--- config.mk ---
export PLATFORM = sky130hd
export DESIGN_NAME = escape_aware_tokenizer
export DESIGN_NICKNAME = d
export VERILOG_FILES = /design/src/rtl/eat_pkg.sv /design/src/rtl/eat_step.sv /design/src/rtl/eat_queue.sv /design/src/rtl/escape_aware_tokenizer.sv
export SDC_FILE = /design/constraint.sdc
export NUM_CORES = 1
export LEC_CHECK = 0
export ABC_AREA = 0
export BUFFER_PORTS_ARGS = -buffer_cell sky130_fd_sc_hd__buf_2
export CAP_MARGIN = 20
export CORE_MARGIN = 2
export CORE_UTILIZATION = 45
export DETAILED_ROUTE_END_ITERATION = 8
export GPL_ROUTABILITY_DRIVEN = 0
export GPL_TIMING_DRIVEN = 0
export PLACE_DENSITY = 0.69
export SYNTH_ARGS = -nofsm -noshare
export SYNTH_HDL_FRONTEND = slang
export SYNTH_HIERARCHICAL = 1
export SYNTH_SLANG_ARGS = --single-unit
export TNS_END_PERCENT = 10
--- constraint.sdc ---
create_clock -name clk -period 6.82 [get_ports clk]
set_input_delay 1.705 -clock clk [delete_from_list [all_inputs] [get_ports clk]]
set_output_delay 1.705 -clock clk [all_outputs]
set_load 0.005 [all_outputs]
--- src/rtl/eat_pkg.sv ---
// Shared types and character constants for the escape-aware tokenizer.
package eat_pkg;

	localparam int unsigned EAT_QDEPTH = 4;
	localparam int unsigned EAT_QAW    = $clog2(EAT_QDEPTH);

	localparam logic [7:0] CH_NUL    = 8'h00;
	localparam logic [7:0] CH_BSLASH = 8'h5C;
	localparam logic [7:0] CH_SPACE  = 8'h20;
	localparam logic [7:0] CH_TAB    = 8'h09;
	localparam logic [7:0] CH_CR     = 8'h0D;
	localparam logic [7:0] CH_LF     = 8'h0A;
	localparam logic [7:0] CH_VT     = 8'h0B;
	localparam logic [7:0] CH_FF     = 8'h0C;
	localparam logic [7:0] CH_LO_N   = 8'h6E;
	localparam logic [7:0] CH_LO_R   = 8'h72;
	localparam logic [7:0] CH_LO_T   = 8'h74;
	localparam logic [7:0] CH_LO_V   = 8'h76;
	localparam logic [7:0] CH_LO_F   = 8'h66;
	localparam logic [7:0] CH_DIG0   = 8'h30;
	localparam logic [7:0] CH_DIG7   = 8'h37;

	localparam logic [1:0] OCT_MAX_DIGITS = 2'd3;

	typedef enum logic [1:0] {
		MODE_NORMAL = 2'd0,
		MODE_ESC    = 2'd1,
		MODE_OCT    = 2'd2
	} mode_t;

	typedef struct packed {
		mode_t      mode;
		logic [7:0] accum;
		logic [1:0] digits;
		logic       in_token;
		logic       nonempty;
	} state_t;

	typedef struct packed {
		logic [7:0] value;
		logic       token_end;
		logic       last;
	} result_t;

	// Up to two result words produced by one input character.
	typedef struct packed {
		logic [1:0] n;
		result_t    r0;
		result_t    r1;
	} push_t;

endpackage

--- src/rtl/eat_step.sv ---
// Next-state and result decode for one input character.
module eat_step (
	input  logic [7:0]      ch,
	input  eat_pkg::state_t cur,
	output eat_pkg::state_t nxt,
	output eat_pkg::push_t  push
);
	import eat_pkg::*;

	logic       is_ws;
	logic       is_oct;
	logic       nrm_en;
	logic [7:0] esc_val;
	logic       a_en;
	logic [7:0] a_val;
	logic       b_en;
	logic       b_end;
	logic [7:0] b_val;
	result_t    ra;
	result_t    rb;

	assign is_ws  = (ch == CH_SPACE) || ((ch >= CH_TAB) && (ch <= CH_CR));
	assign is_oct = (ch >= CH_DIG0) && (ch <= CH_DIG7);
	assign nrm_en = (ch != CH_BSLASH);

	always_comb begin
		unique case (ch)
			CH_LO_N: esc_val = CH_LF;
			CH_LO_R: esc_val = CH_CR;
			CH_LO_T: esc_val = CH_TAB;
			CH_LO_V: esc_val = CH_VT;
			CH_LO_F: esc_val = CH_FF;
			default: esc_val = ch;
		endcase
	end

	always_comb begin
		nxt   = cur;
		a_en  = 1'b0;
		a_val = cur.accum;
		b_en  = 1'b0;
		b_end = 1'b0;
		b_val = ch;
		if (ch == CH_NUL) begin
			// end of message: flush octal, close token, clear all
			a_en  = cur.in_token && (cur.mode == MODE_OCT);
			b_en  = cur.in_token && (cur.nonempty || (cur.mode == MODE_OCT));
			b_end = 1'b1;
			nxt   = '{mode: MODE_NORMAL, accum: '0, digits: '0, in_token: 1'b0,
				nonempty: 1'b0};
		end else if (!cur.in_token) begin
			if (!is_ws) begin
				nxt.in_token = 1'b1;
				nxt.nonempty = nrm_en;
				nxt.mode     = nrm_en ? MODE_NORMAL : MODE_ESC;
				b_en         = nrm_en;
			end
		end else begin
			unique case (cur.mode)
				MODE_ESC: begin
					if (is_oct) begin
						nxt.mode   = MODE_OCT;
						nxt.accum  = {5'd0, ch[2:0]};
						nxt.digits = 2'd1;
					end else begin
						b_en         = 1'b1;
						b_val        = esc_val;
						nxt.nonempty = 1'b1;
						nxt.mode     = MODE_NORMAL;
					end
				end
				MODE_OCT: begin
					if (!is_oct || (cur.digits >= OCT_MAX_DIGITS)) begin
						// terminator flushes the byte, then is handled normally
						a_en         = 1'b1;
						nxt.nonempty = 1'b1;
						nxt.mode     = nrm_en ? MODE_NORMAL : MODE_ESC;
						b_en         = nrm_en;
						b_end        = is_ws;
						if (is_ws) begin
							nxt.in_token = 1'b0;
							nxt.nonempty = 1'b0;
						end
					end else begin
						nxt.accum  = {cur.accum[4:0], ch[2:0]};
						nxt.digits = cur.digits + 2'd1;
					end
				end
				default: begin
					nxt.mode = nrm_en ? MODE_NORMAL : MODE_ESC;
					b_en     = nrm_en;
					b_end    = is_ws;
					if (is_ws) begin
						nxt.in_token = 1'b0;
						nxt.nonempty = 1'b0;
					end else if (nrm_en) begin
						nxt.nonempty = 1'b1;
					end
				end
			endcase
		end
	end

	always_comb begin
		ra = '{value: a_val, token_end: 1'b0, last: !b_en};
		rb = '{value: b_end ? 8'd0 : b_val, token_end: b_end, last: 1'b1};
		push.n  = {1'b0, a_en} + {1'b0, b_en};
		push.r0 = a_en ? ra : rb;
		push.r1 = rb;
	end

endmodule

--- src/rtl/eat_queue.sv ---
// Result queue: takes up to two words per cycle, hands out one.
module eat_queue (
	input  logic              clk,
	input  logic              arst_n,
	input  eat_pkg::push_t    push,
	input  logic              pop,
	output eat_pkg::result_t head,
	output logic              has_room,
	output logic              not_empty
);
	import eat_pkg::*;

	result_t           mem_q [EAT_QDEPTH];
	logic [EAT_QAW-1:0] wp_q;
	logic [EAT_QAW-1:0] rp_q;
	logic [EAT_QAW:0]   cnt_q;
	logic [EAT_QAW-1:0] wp1;

	assign wp1       = wp_q + 1'b1;
	assign head      = mem_q[rp_q];
	assign not_empty = (cnt_q != '0);
	assign has_room  = (cnt_q <= (EAT_QAW+1)'(EAT_QDEPTH - 2));

	always_ff @(posedge clk) begin
		if (push.n != 2'd0) begin
			mem_q[wp_q] <= push.r0;
		end
		if (push.n == 2'd2) begin
			mem_q[wp1] <= push.r1;
		end
	end

	always_ff @(posedge clk or negedge arst_n) begin
		if (!arst_n) begin
			wp_q  <= '0;
			rp_q  <= '0;
			cnt_q <= '0;
		end else begin
			wp_q  <= wp_q + EAT_QAW'(push.n);
			rp_q  <= rp_q + EAT_QAW'(pop);
			cnt_q <= cnt_q + (EAT_QAW+1)'(push.n) - (EAT_QAW+1)'(pop);
		end
	end

	a_no_overflow: assert property (@(posedge clk) disable iff (!arst_n)
		cnt_q <= (EAT_QAW+1)'(EAT_QDEPTH)) else $error("queue overflow");
	a_push_room: assert property (@(posedge clk) disable iff (!arst_n)
		(push.n != 2'd0) |-> has_room) else $error("push without room");
	a_no_underflow: assert property (@(posedge clk) disable iff (!arst_n)
		pop |-> not_empty) else $error("pop from empty queue");

endmodule

--- src/rtl/escape_aware_tokenizer.sv ---
// Top level of the escape-aware command-line tokenizer.
//
//  channel | signals                           | dir | word
//  --------+-----------------------------------+-----+------------------------------
//  in      | in_valid, in_stall, ch            | in  | one message character
//  out     | out_valid, out_stall, value,      | out | one token byte or token end
//          | token_end, last                   |     |
//
// One character is taken per cycle while in_stall is low; its decode is a single
// combinational pass from the tokenizer state into a 4-word result queue, so the state is
// ready for the next character at the next edge.
// A character gives zero, one or two words; the output drains one per cycle while out_stall
// is low, so sustained rate is one character per cycle unless characters average
// more than one word (octal terminators, end of message).
// in_stall rises when the queue has fewer than two free slots.
// arst_n clears the tokenizer state and empties the queue; no clearing pass.
// Words at the head of the queue hold while out_stall is high.
module escape_aware_tokenizer (
	input  logic       clk,
	input  logic       arst_n,
	input  logic       in_valid,
	output logic       in_stall,
	input  logic [7:0] ch,
	output logic       out_valid,
	input  logic       out_stall,
	output logic [7:0] value,
	output logic       token_end,
	output logic       last
);
	import eat_pkg::*;

	state_t  state_q;
	state_t  state_nxt;
	push_t   step_push;
	push_t   q_push;
	result_t head;
	logic    has_room;
	logic    in_acc;
	logic    out_acc;

	assign in_stall = !has_room;
	assign in_acc   = in_valid && has_room;
	assign out_acc  = out_valid && !out_stall;

	// decode of the current character against the registered state
	eat_step u_step (
		.ch   (ch),
		.cur  (state_q),
		.nxt  (state_nxt),
		.push (step_push)
	);

	// only accepted characters push words
	always_comb begin
		q_push   = step_push;
		q_push.n = in_acc ? step_push.n : 2'd0;
	end

	eat_queue u_queue (
		.clk       (clk),
		.arst_n    (arst_n),
		.push      (q_push),
		.pop       (out_acc),
		.head      (head),
		.has_room  (has_room),
		.not_empty (out_valid)
	);

	assign value     = head.value;
	assign token_end = head.token_end;
	assign last      = head.last;

	// tokenizer state: escape mode, octal accumulator, token flags
	always_ff @(posedge clk or negedge arst_n) begin
		if (!arst_n) begin
			state_q <= '{mode: MODE_NORMAL, accum: '0, digits: '0, in_token: 1'b0,
				nonempty: 1'b0};
		end else if (in_acc) begin
			state_q <= state_nxt;
		end
	end

	a_eom_reset: assert property (@(posedge clk) disable iff (!arst_n)
		(in_acc && (ch == CH_NUL)) |=> ((state_q.mode == MODE_NORMAL) &&
		!state_q.in_token && !state_q.nonempty))
		else $error("state not cleared after end of message");
	a_last_mark: assert property (@(posedge clk) disable iff (!arst_n)
		(in_acc && (step_push.n == 2'd2)) |-> (!step_push.r0.last &&
		step_push.r1.last)) else $error("last mark misplaced on word pair");
	a_single_last: assert property (@(posedge clk) disable iff (!arst_n)
		(in_acc && (step_push.n == 2'd1)) |-> step_push.r0.last)
		else $error("single word lacks last mark");
	a_end_zero: assert property (@(posedge clk) disable iff (!arst_n)
		(out_valid && token_end) |-> (value == 8'd0))
		else $error("token end carries nonzero byte");

endmodule

; After elaboration in Yosys (flattened, before gate mapping)
; Memories as Yosys holds them, arrays and structs flattened.
; Index checks and enable logic that the tools add are counted.
[classes]
n_addsub = 7
multipliers = 0
n_div = 0
magnitude_cmp = 6
n_eq_ne = 16
n_shift = 0
n_mux = 47
bitwise = 0
n_reduce_logical = 21
[op_table]
columns = op, count
row1 = $eq A8 B7 Y1 const B, 5
row2 = $mux W10, 4
row3 = $mux W8, 5
row4 = $pmux W8 S5, 1
row5 = $mux W1, 21
row6 = $pmux W10 S2, 1
row7 = $mux W2, 9
row8 = $mux W14, 1
row9 = $reduce_and A5 Y1, 2
row10 = $eq A8 B6 Y1 const B, 1
row11 = $ge A8 B4 Y1 const B, 1
row12 = $ge A8 B6 Y1 const B, 1
row13 = $le A8 B4 Y1 const B, 1
row14 = $le A8 B6 Y1 const B, 1
row15 = $logic_not A8 Y1, 1
row16 = $ne A8 B7 Y1 const B, 1
row17 = $pmux W1 S2, 4
row18 = $logic_and A1 B1 Y1, 6
row19 = $ne A6 B1 Y1 const B, 1
row20 = $reduce_bool A3 Y1, 2
row21 = $add A2 B1 Y2 const B, 2
row22 = $eq A2 B2 Y1 const B, 2
row23 = $logic_not A1 Y1, 4
row24 = $ne A4 B3 Y1 const B, 1
row25 = other kinds (16), 19
[word_totals]
regBits = 21
latchBits = 0
ramBits = 40
rom_bits = 0
in_bits = 12
output_inout_bits = 12
wordCells = 106
n_memories = 1
[memory_table]
columns = name, depth, word_bits, rd, rd_ports_with_merged_regs, wr, line_no
row1 = u_queue.mem_q, 4, 10, 1, 0, 2, eat_queue.sv:13  ; result_t mem_q [EAT_QDEPTH];

; Logic depth before layout (Yosys ltp)
; Gate-level depths: netlist (run 1).
[depth]
ltp_word = 13
mapped_depth = 14
mapped_depth_nobuf = 13

; Modules after synthesis
; Netlist (run 1), hierarchy kept.
[modules_own_cells]
columns = mod, instances, cells_each, area_per_inst_um2, seq_area_each_um2
row1 = eat_queue, 1, 135, 2504.9, 1376.3
row2 = eat_step, 1, 162, 1013.5, 0.0
row3 = escape_aware_tokenizer, 1, 34, 585.6, 350.3

; Worst setup path after synthesis (run 1)
; No wires, ideal clock.
[synth_timing]
path_type = input -> register
from = input ch[1]
to = memory u_queue/mem_q[0][0] (netlist bit), enable pin
setup_ns = 0.393
arrival_time_ns = 4.879
required_ns = 6.427
setup_slack_ns = 1.548
stages = 10
n_path_buf = 2
cell_sequence = buf_2 > or2_2 > or4_1 > buf_2 > or3_1 > a32o_1 > ha_1 > and3_1 > nor2_1 > o31ai_1
[synth_rtl]
columns = item, line_no
row1 = "start, declared", escape_aware_tokenizer.sv:23  ; input logic [7:0] ch,
row2 = "end, declared", eat_queue.sv:13

==> results of run 1 <==
[metrics by stage]
stage	util (%)	instances	total power (W)	setup WS, ns
3_3_place_gp	49.5	459	0.000846	0.724
3_5_place_dp	49.7	460	0.000858	1.10
6_report	51.9	476	0.00117	1.52
5_1_grt	51.9	476	0.00124	1.30
2_1_floorplan	-	331	0.000749	1.55
4_1_cts	51.9	476	0.00118	1.48
[worst paths after layout]
kind / startpoint / endpoint / cells past startpoint
hold / removal: u_queue/cnt_q[2] / u_queue/cnt_q[2] / 1
min in group asynchronous: arst_n / state_q[1] / 1
hold reg to reg: u_queue/cnt_q[2] / u_queue/cnt_q[2] / 1
max in group asynchronous: arst_n / state_q[9] / 1
setup / recovery: ch[7] / u_queue/mem_q[3][1] / 10
setup reg to reg: state_q[12] / u_queue/mem_q[3][1] / 10
[registers in the layout, indices dropped and copies added, names as in the netlist]
| signal | cells |
|---|---|
| u_queue/mem_q | 40 |
| state_q | 14 |
| u_queue/cnt_q | 3 |
| u_queue/rp_q | 2 |
| u_queue/wp_q | 2 |
[per-layer routing]
metal / GRT usage [%] / up-vias
met5: 0 / -
met4: 4.32 / 0
met3: 4.50 / 6
met2: 32.3 / 72
met1: 23.0 / 1364
li1: - / 1331
[area by class of cell]
cell class / instances / area share [%]
clock buffers: 9 / 2.72
well taps: 108 / 2.97
inverters: 16 / 1.32
repair buffers: 21 / 2.36
flip-flops and latches: 61 / 37.9
clock inverters: 7 / 1.65
plain buffers: 23 / 3.27
multi-input cells: 231 / 47.8
[placed cells by master (no fill, tap or decap), drive strengths merged, types with 3 or more instances in the layout]
master   n
a22o     3
a211oi   4
or3      3
and3     3
o22ai    5
nor3     6
nor4b    3
nand2b   4
clkinv   5
a21oi   11
buf     35
xnor2    4
inv     17
edfxtp  40
mux4    10
o31ai   10
mux2    54
clkbuf  18
o21ai    8
a2bb2o   3
a31oi    5
nand2   19
o211ai   3
nor2     9
dfrtp   21
ha      10
nor2b    9
nor4     3
[power by group]
part / total [W] / switching [W] / internal (W)
sequential: 0.000481 / 0.0000278 / 0.000454
combinational: 0.000365 / 0.000185 / 0.000180
clock: 0.000322 / 0.000152 / 0.000170
[kinds of logic after synthesis]
logic type,share of synthesized area (%)
xor gates and xnor gates,1.28
and+or+nand+nor,12.2
adders and majority gates,3.54
other,0.0914
AOI/OAI and AO/OA,11.7
muxes,24.0
DFF,42.1
buffers and inverters,5.09
[worst reg2reg max path: stages, from the launching register on]
cell and delay, ns:
dfrtp_1 0.41, inv_1 0.07, ha_1 0.34, or4b_2 0.68
o22ai_1 0.14, o221ai_1 0.14, a32o_1 0.33, ha_1 0.28
and3_1 0.44, mux2i_1 0.17, nor2b_1 0.82
==> results.ini, run 1 <==
[floorplan]
floorplan.core_area_sq_um=8760
total_die_area_sq_um=9900
die_x_extent_um=99.5
io_pins=24
floorplan.initialDensity_pct=46.8
rows=34
die_y_um=99.5

[run]
timing.max_cap.violations=0

[yosys]
avgSynthCellArea_sq_um=12.4
syn-num-nets=354
mappedNetlistArea_sq_um=4100
ys_async_sr_fraction_pct=34.4
postSynthCellCount=331
synthesis.yosys.warnings=6
ys_top_cells_by_area=edfxtp_1 29%, mux2_4 14%, dfrtp_1 13%
synthMostInstantiatedCell=edfxtp_1
ys_top_cells_by_count=40 x edfxtp_1, 38 x mux2_4, 21 x dfrtp_1
synth_top_cell_by_area=edfxtp_1
yosys_register_bits=61
synth.top_cell.area_share_pct=29.3
synth.distinct_cells=64
ys_seq_area_share_pct=42.1
synth-edff-count=40
synth-main-ff-cell=edfxtp_1

[setup_path]
regToRegSetupSlack_ns=2.62
timing.critical_path.to_type=register
worstPathRequired_ns=6.78
cp.arrival_ns=5.26
crit_path_max_fanout=10
critical_path.most_common_cell=buf_2
cpMaxStageDelayCell=nor2b_1
slowest_delay_ns=0.82
setup.worst_path.start_class=primary input
cp_num_buf_inv=2
critical-path-top-delay-family=simple AND/OR/NAND/NOR gates
crit_path_cell_trace=buf_2 -> or3_4 -> or4_1 -> buf_2 -> or3_1 -> a32o_1 -> ha_1 -> and3_1 -> mux2i_1 -> nor2b_1
setup.worst_path.class=primary input to register

[drt]
wire_per_inst_um=18.1
met2RoutedLength_um=4420
num_vias=2773
postRouteWirelength_um=8610
drt_pre_antenna_iters=4
post_detailed_route_drc_marker_count=0
wirelength_met1_um=3750
met3_length_um=370
drt_first_iter_violations=124
route.detailed.vias_per_inst=5.83
drt.antenna.violating_nets=0
top_layer=met4

[global_route]
number_of_antenna_violations_at_the_first_check_in_global_routing=0
grt.total_usage_pct=18.4
grt_pass1_wl_um=14200
first_global_vias=2802
grt_max_degree=22
grt.overflow.total=0

[timing]
setup_violations=0
tightest_slew_ns=1.08
report.final.slew_viol_count=0
grt_setup_unrepaired=false
max-slew-margin-rel_pct=27.5
period_minus_slack_ns=5.30
setup-tns-final_ns=0
report.final.hold_viol_count=0
final.period_utilization_pct=77.7
clock_skew_ns=0.00691
timing.hold.ws_ns=0.493
fmaxAchievable_mhz=189

[place]
port-buffer-count=20
dp_hpwl_um=6260
dpl_cell_area_sq_um=4350

[clocking]
cts.root.buffer_cell=clkbuf_8
post_cts_resize_count=0
cts.htree.levels=3
cts-root-to-sink-buffers=2
cts_tree=yes
cts.clk_slew.worst_paths_ns=0.07
clock-sinks=61
hold_buffers=0
cts_inserted_buffers=9
clk_latency_ns=0.34
post_cts_setup_buffers=0

[cells_and_area]
n_antenna_cell=0
multi_input_area_sq_um=2170
design.final.nets=386
areaGrowthSynthToFinish_pct=10.9
drive_gt1_share_pct=31.8
area.sequential_sq_um=1730
finish.instance_area_sq_um=4550
layout.filler_cells=776

[pwr]
power_leakage_nw=1.78
ir_drop_mv=0.119
cellPowerDensity_nw_per_um2=257

[status]
run_status=complete, no violations

[hold_path]
min_path_type=register to register

Power figures use the tool's default switching activity.
==> run 2, diff against run 1 <==
--- a/config.mk
+++ b/config.mk
@@ -13,7 +13,7 @@
 export DETAILED_ROUTE_END_ITERATION = 8
 export GPL_ROUTABILITY_DRIVEN = 0
 export GPL_TIMING_DRIVEN = 0
-export PLACE_DENSITY = 0.69
+export PLACE_DENSITY = 0.71
 export SYNTH_ARGS = -nofsm -noshare
 export SYNTH_HDL_FRONTEND = slang
 export SYNTH_HIERARCHICAL = 1
==> constraint.sdc (replaced) <==
create_clock -name clk -period 4.45 [get_ports clk]
set_input_delay 1.1125 -clock clk [delete_from_list [all_inputs] [get_ports clk]]
set_output_delay 1.1125 -clock clk [all_outputs]
set_load 0.005 [all_outputs]
==> run 2 against run 1 <==
Flip-flop and latch count is the same. Clock-buffer cell count is the same. Via count grew 0.58%. Final cell count shrank 0.21%. Worst setup slack lost 1.4 ns. Utilization grew 0.057 points. Wire length is essentially flat. Die area is the same. First-iteration DRC count grew 25%. Combinational power grew 55%.
==> results.ini, run 2 (synthesis gave the netlist of run 1 again) <==
[drt]
route.detailed.vias_per_inst=5.87
num_vias=2789
postRouteWirelength_um=8610
wire_per_inst_um=18.1
drt_pre_antenna_iters=5
drt.antenna.violating_nets=0
post_detailed_route_drc_marker_count=0
drt_first_iter_violations=155

[floorplan]
io_pins=24
floorplan.core_area_sq_um=8760
rows=34
total_die_area_sq_um=9900
floorplan.initialDensity_pct=46.8
die_y_um=99.5
die_x_extent_um=99.5

[timing]
period_minus_slack_ns=4.30
final.period_utilization_pct=96.6
grt_setup_unrepaired=false
clock_skew_ns=0.00717
report.final.hold_viol_count=0
timing.hold.ws_ns=0.492
fmaxAchievable_mhz=233
report.final.slew_viol_count=0
setup_violations=0
tightest_slew_ns=1.11
max-slew-margin-rel_pct=25.4

[place]
dp_hpwl_um=6110
port-buffer-count=20

[hold_path]
min_path_type=register to register

[global_route]
first_global_vias=2697
number_of_antenna_violations_at_the_first_check_in_global_routing=0
grt.overflow.total=0
grt_pass1_wl_um=13700
grt.total_usage_pct=18.0
grt_max_degree=22

[cells_and_area]
mostFrequentLayoutCell=edfxtp_1
regMostFlops=u_queue/mem_q
layout.cells.most_common_list=40 x edfxtp_1, 38 x mux2_4, 25 x buf_2, 21 x dfrtp_1, 18 x nand2_1
layout.filler_cells=762
areaGrowthSynthToFinish_pct=11.0
design.final.nets=385
multi_input_area_sq_um=2210
area.sequential_sq_um=1730
n_antenna_cell=0
biggestRegsByFlops=u_queue/mem_q: 40 flops, state_q: 14 flops, u_queue/cnt_q: 3 flops
drive_gt1_share_pct=33.2
largest_register_ff_count=40

[status]
run_status=complete, no violations

[setup_path]
crit_path_cell_trace=buf_2 -> or3_4 -> or4_1 -> buf_2 -> or3_1 -> a32o_1 -> ha_1 -> and3_4 -> nor4bb_4 -> buf_6 -> mux2_4
cpMaxStageDelayCell=or4_1
cp.arrival_ns=4.39
setup.worst_path.start_class=primary input
setup.worst_path.class=primary input to register
critical-path-top-delay-family=simple AND/OR/NAND/NOR gates
crit_path_max_fanout=10
cp_num_buf_inv=3
timing.critical_path.to_type=register
slowest_delay_ns=0.48
critical_path.most_common_cell=buf_2
worstPathRequired_ns=4.54

[clocking]
hold_buffers=0
cts_inserted_buffers=9
cts.htree.levels=3
post_cts_resize_count=3
clk_latency_ns=0.34
post_cts_setup_buffers=0
cts_tree=yes
clock-sinks=61
cts.clk_slew.worst_paths_ns=0.07
cts-root-to-sink-buffers=2
cts.root.buffer_cell=clkbuf_8

[pwr]
power_leakage_nw=1.76
ir_drop_mv=0.164
power.total_w=0.00174
cellPowerDensity_nw_per_um2=382

[run]
timing.max_cap.violations=0

==> run 2: per-stage QoR <==
step	util, %	worst slack, ns	setup TNS, ns	instances	area [sq um]
2_1_floorplan	-	0.0353	0	331	4110
3_3_place_gp	49.6	-0.555	-29.39	459	4340
3_5_place_dp	49.6	-0.645	-34.96	459	4340
4_1_cts	51.8	-0.271	-5.27	475	4540
5_1_grt	52.0	0.0475	0	475	4560
6_report	52.0	0.150	0	475	4560
==> run 2: area by class of cell <==
class	instances	area share, %
Buffer	23	3.27
Clock buffer	9	2.72
Clock inverter	7	1.13
Inverter	16	1.32
Multi-Input combinational cell	231	48.5
Sequential cell	61	37.9
Tap cell	108	2.97
Timing Repair Buffer	20	2.20
==> run 2: worst paths after layout <==
| check | startpoint | end | slack (ns) | cells after the start |
|---|---|---|---|---|
| max | ch[7] | u_queue/mem_q[2][5] | 0.15 | 11 |
| max reg2reg | state_q[12] | u_queue/mem_q[2][5] | 0.71 | 11 |
| min | u_queue/rp_q[0] | u_queue/rp_q[0] | 0.49 | 1 |
| min reg2reg | u_queue/rp_q[0] | u_queue/rp_q[0] | 0.49 | 1 |
| min in group asynchronous | arst_n | state_q[10] | 0.73 | 1 |
| max in group asynchronous | arst_n | state_q[5] | 3.38 | 1 |
==> run 2: per-layer routing <==
metal | wire length (um) | global-route usage (%) | up-vias | part of all wire, %
li1 | - | - | 1333 | -
met3 | 349 | 4.08 | 8 | 4.1
met1 | 3800 | 22.9 | 1363 | 44
met4 | 69 | 4.74 | 0 | 0.80
met2 | 4390 | 31.0 | 85 | 51
met5 | 0 | 0 | - | 0
==> run 2: worst reg2reg max path: stages (launching register included) <==
cell	delay, ns
dfrtp_1	0.40
inv_1	0.06
ha_1	0.33
or4b_2	0.67
o22ai_1	0.14
o221ai_1	0.15
a32o_1	0.33
ha_1	0.29
and3_4	0.23
nor4bb_4	0.33
buf_6	0.24
mux2_4	0.32
==> run 2: power by group <==
group / internal [W] / leakage, nW / switching (W)
logic: 0.000280 / 1.05 / 0.000287
clock network: 0.000203 / 0.0856 / 0.000232
registers: 0.000695 / 0.616 / 0.0000444
total: 0.00118 / 1.76 / 0.000563
==> run 3, diff against run 2 <==
--- a/config.mk
+++ b/config.mk
@@ -13,9 +13,8 @@
 export DETAILED_ROUTE_END_ITERATION = 8
 export GPL_ROUTABILITY_DRIVEN = 0
 export GPL_TIMING_DRIVEN = 0
-export PLACE_DENSITY = 0.71
+export PLACE_DENSITY = 0.72
 export SYNTH_ARGS = -nofsm -noshare
 export SYNTH_HDL_FRONTEND = slang
-export SYNTH_HIERARCHICAL = 1
 export SYNTH_SLANG_ARGS = --single-unit
 export TNS_END_PERCENT = 10
==> run 3 against run 2 <==
Final cell count is 1.3% lower. Sequential share of layout area is 3.9 points higher. Largest cell class unchanged. Critical path type unchanged. Die area is 13% lower. Register-to-register slack better by 0.21 ns.
==> results.ini, run 3 <==
[yosys]
synth-main-ff-cell=edfxtp_1
ys_top_cells_by_count=36 x edfxtp_1, 36 x nand2_1, 21 x dfrtp_1, 21 x nor2_1, 18 x o21ai_1
postSynthCellCount=331
ys_top_cells_by_area=edfxtp_1 31%, dfrtp_1 15%, mux4_2 6.4%
ys_async_sr_fraction_pct=34.4
synth-edff-count=36
yosys_register_bits=61
synth.top_cell.area_share_pct=30.6
synth.distinct_cells=66
synth_top_cell_by_area=edfxtp_1
avgSynthCellArea_sq_um=10.7
ys_seq_area_share_pct=47.8
syn-num-nets=353
mappedNetlistArea_sq_um=3530
synthesis.yosys.warnings=0

[drt]
drt_first_iter_violations=218
drt_pre_antenna_iters=5
postRouteWirelength_um=8130
post_detailed_route_drc_marker_count=0
drt.antenna.violating_nets=0
route.detailed.vias_per_inst=5.96
num_vias=2797
wire_per_inst_um=17.3

[hold_path]
min_path_type=register to register

[setup_path]
setup.worst_path.start_class=primary input
worstPathRequired_ns=4.54
critical-path-top-delay-family=simple AND/OR/NAND/NOR gates
cp.arrival_ns=4.19
crit_path_max_fanout=10
setup.worst_path.class=primary input to register
slowest_delay_ns=0.41
timing.critical_path.to_type=register
critical_path.most_common_cell=nor2_1
cp_num_buf_inv=2
cpMaxStageDelayCell=ha_1
crit_path_cell_trace=buf_2 -> nor3_1 -> nand3_1 -> clkbuf_1 -> o311ai_0 -> o21ai_0 -> ha_1 -> nor2_1 -> nand4b_1 -> nand2b_1 -> nor2_1 -> a21oi_1 -> o21ai_1

[pwr]
ir_drop_mv=0.225
power.total_w=0.00206
cellPowerDensity_nw_per_um2=511
power_leakage_nw=1.54

[cells_and_area]
regMostFlops=u_queue.mem_q
design.final.nets=384
finish.instance_area_sq_um=4030
areaGrowthSynthToFinish_pct=14.2
drive_gt1_share_pct=18.8
biggestRegsByFlops=u_queue.mem_q: 40 flops, state_q: 14 flops, u_queue.cnt_q: 3 flops
layout.cells.most_common_list=36 x nand2_1, 36 x edfxtp_1, 26 x buf_2, 21 x dfrtp_1, 20 x nor2_1
largest_register_ff_count=40
n_antenna_cell=0
post_layout_instance_count_excluding_filler_cells=469

[timing]
tightest_slew_ns=0.842
timing.hold.ws_ns=0.476
fmaxAchievable_mhz=244
period_minus_slack_ns=4.10
setup_violations=0
report.final.slew_viol_count=0
grt_setup_unrepaired=false
report.final.hold_viol_count=0
clock_skew_ns=0.00572
final.period_utilization_pct=92.2
max-slew-margin-rel_pct=43.4

[floorplan]
die_x_extent_um=92.6
die_y_um=92.6
rows=32
floorplan.initialDensity_pct=46.2
total_die_area_sq_um=8570
io_pins=24
floorplan.core_area_sq_um=7650

[clocking]
cts_inserted_buffers=9
cts-root-to-sink-buffers=2
cts.root.buffer_cell=clkbuf_8
cts.htree.levels=3
cts_tree=yes
hold_buffers=0
clk_latency_ns=0.35
cts.clk_slew.worst_paths_ns=0.07
clock-sinks=61

[global_route]
grt.total_usage_pct=20.8
grt_max_degree=22
number_of_antenna_violations_at_the_first_check_in_global_routing=0
grt_pass1_wl_um=13700
first_global_vias=2728
grt.overflow.total=0

[run]
timing.max_cap.violations=0

[place]
dpl_cell_area_sq_um=3760
port-buffer-count=20
dp_hpwl_um=6020
placed_cells=453

[status]
run_status=complete, no violations

## run 3: changes by cell type in the layout (fill, tap and decap cells not counted), sizes merged, moves of 6 or more
cell,previous run,this run
a22o,3,16
nand2,19,36
o21ai,8,25
nand3,1,12
mux2,54,3
o22ai,5,11
buf,34,27
o31ai,10,2
nor2,9,23
## run 3: kinds of logic after synthesis
family                     share of synthesized area [%]
xor gates and xnor gates                            1.24
adders and majority gates                           3.75
buffers and inverters                               3.40
and+or+nand+nor                                     16.9
AOI/OAI and AO/OA                                   19.1
DFF                                                 47.8
muxes                                               7.90
## run 3: timing repair
item / in CTS / in global routing
buffers inserted: 0 / 0
gates resized for setup: 0 / 1
setup endpoints to repair: 0 / 10
## run 3: per-layer routing
metal | part of all wire, % | GRT usage [%] | vias to the layer above
met5 | 0 | 0 | -
met4 | 2.1 | 9.83 | 0
met3 | 5.3 | 4.15 | 17
met2 | 49 | 33.2 | 95
met1 | 44 | 27.3 | 1359
li1 | - | - | 1326
## run 3: worst paths after layout
kind / slack [ns] / startpoint / cells after the start / end
max: 0.35 / ch[7] / 13 / u_queue.mem_q[3][3]
min: 0.48 / u_queue.mem_q[2][0] / 1 / u_queue.mem_q[2][0]
max reg2reg: 0.92 / state_q[12] / 15 / u_queue.mem_q[3][3]
min reg2reg: 0.48 / u_queue.mem_q[2][0] / 1 / u_queue.mem_q[2][0]
max in group asynchronous: 3.38 / arst_n / 1 / state_q[8]
min in group asynchronous: 0.73 / arst_n / 1 / state_q[12]
## run 3: stage by stage
step | TNS (ns) | utilization [%] | setup slack, ns
6_report | 0 | 52.7 | 0.349
2_1_floorplan | 0 | - | 0.578
3_5_place_dp | -1.25 | 49.2 | -0.133
5_1_grt | 0 | 52.7 | 0.0412
3_3_place_gp | -0.515 | 49.2 | -0.0575
4_1_cts | 0 | 52.7 | 0.243
## run 3: power by group
group	switching, W	internal (W)
clock network	0.000230	0.000432
registers	0.0000476	0.000700
logic	0.000361	0.000288
## run 3: layout make-up
| type | count | area [sq um] |
|---|---|---|
| repair buffers | 20 | 100 |
| fillers | 688 | 3610 |
| clock buffers | 9 | 124 |
| well taps | 102 | 128 |
| multi-input cells | 241 | 1730 |
| plain buffers | 16 | 71.3 |
| flip-flops and latches | 61 | 1690 |
| inverters | 13 | 48.8 |
| clock inverters | 7 | 146 |
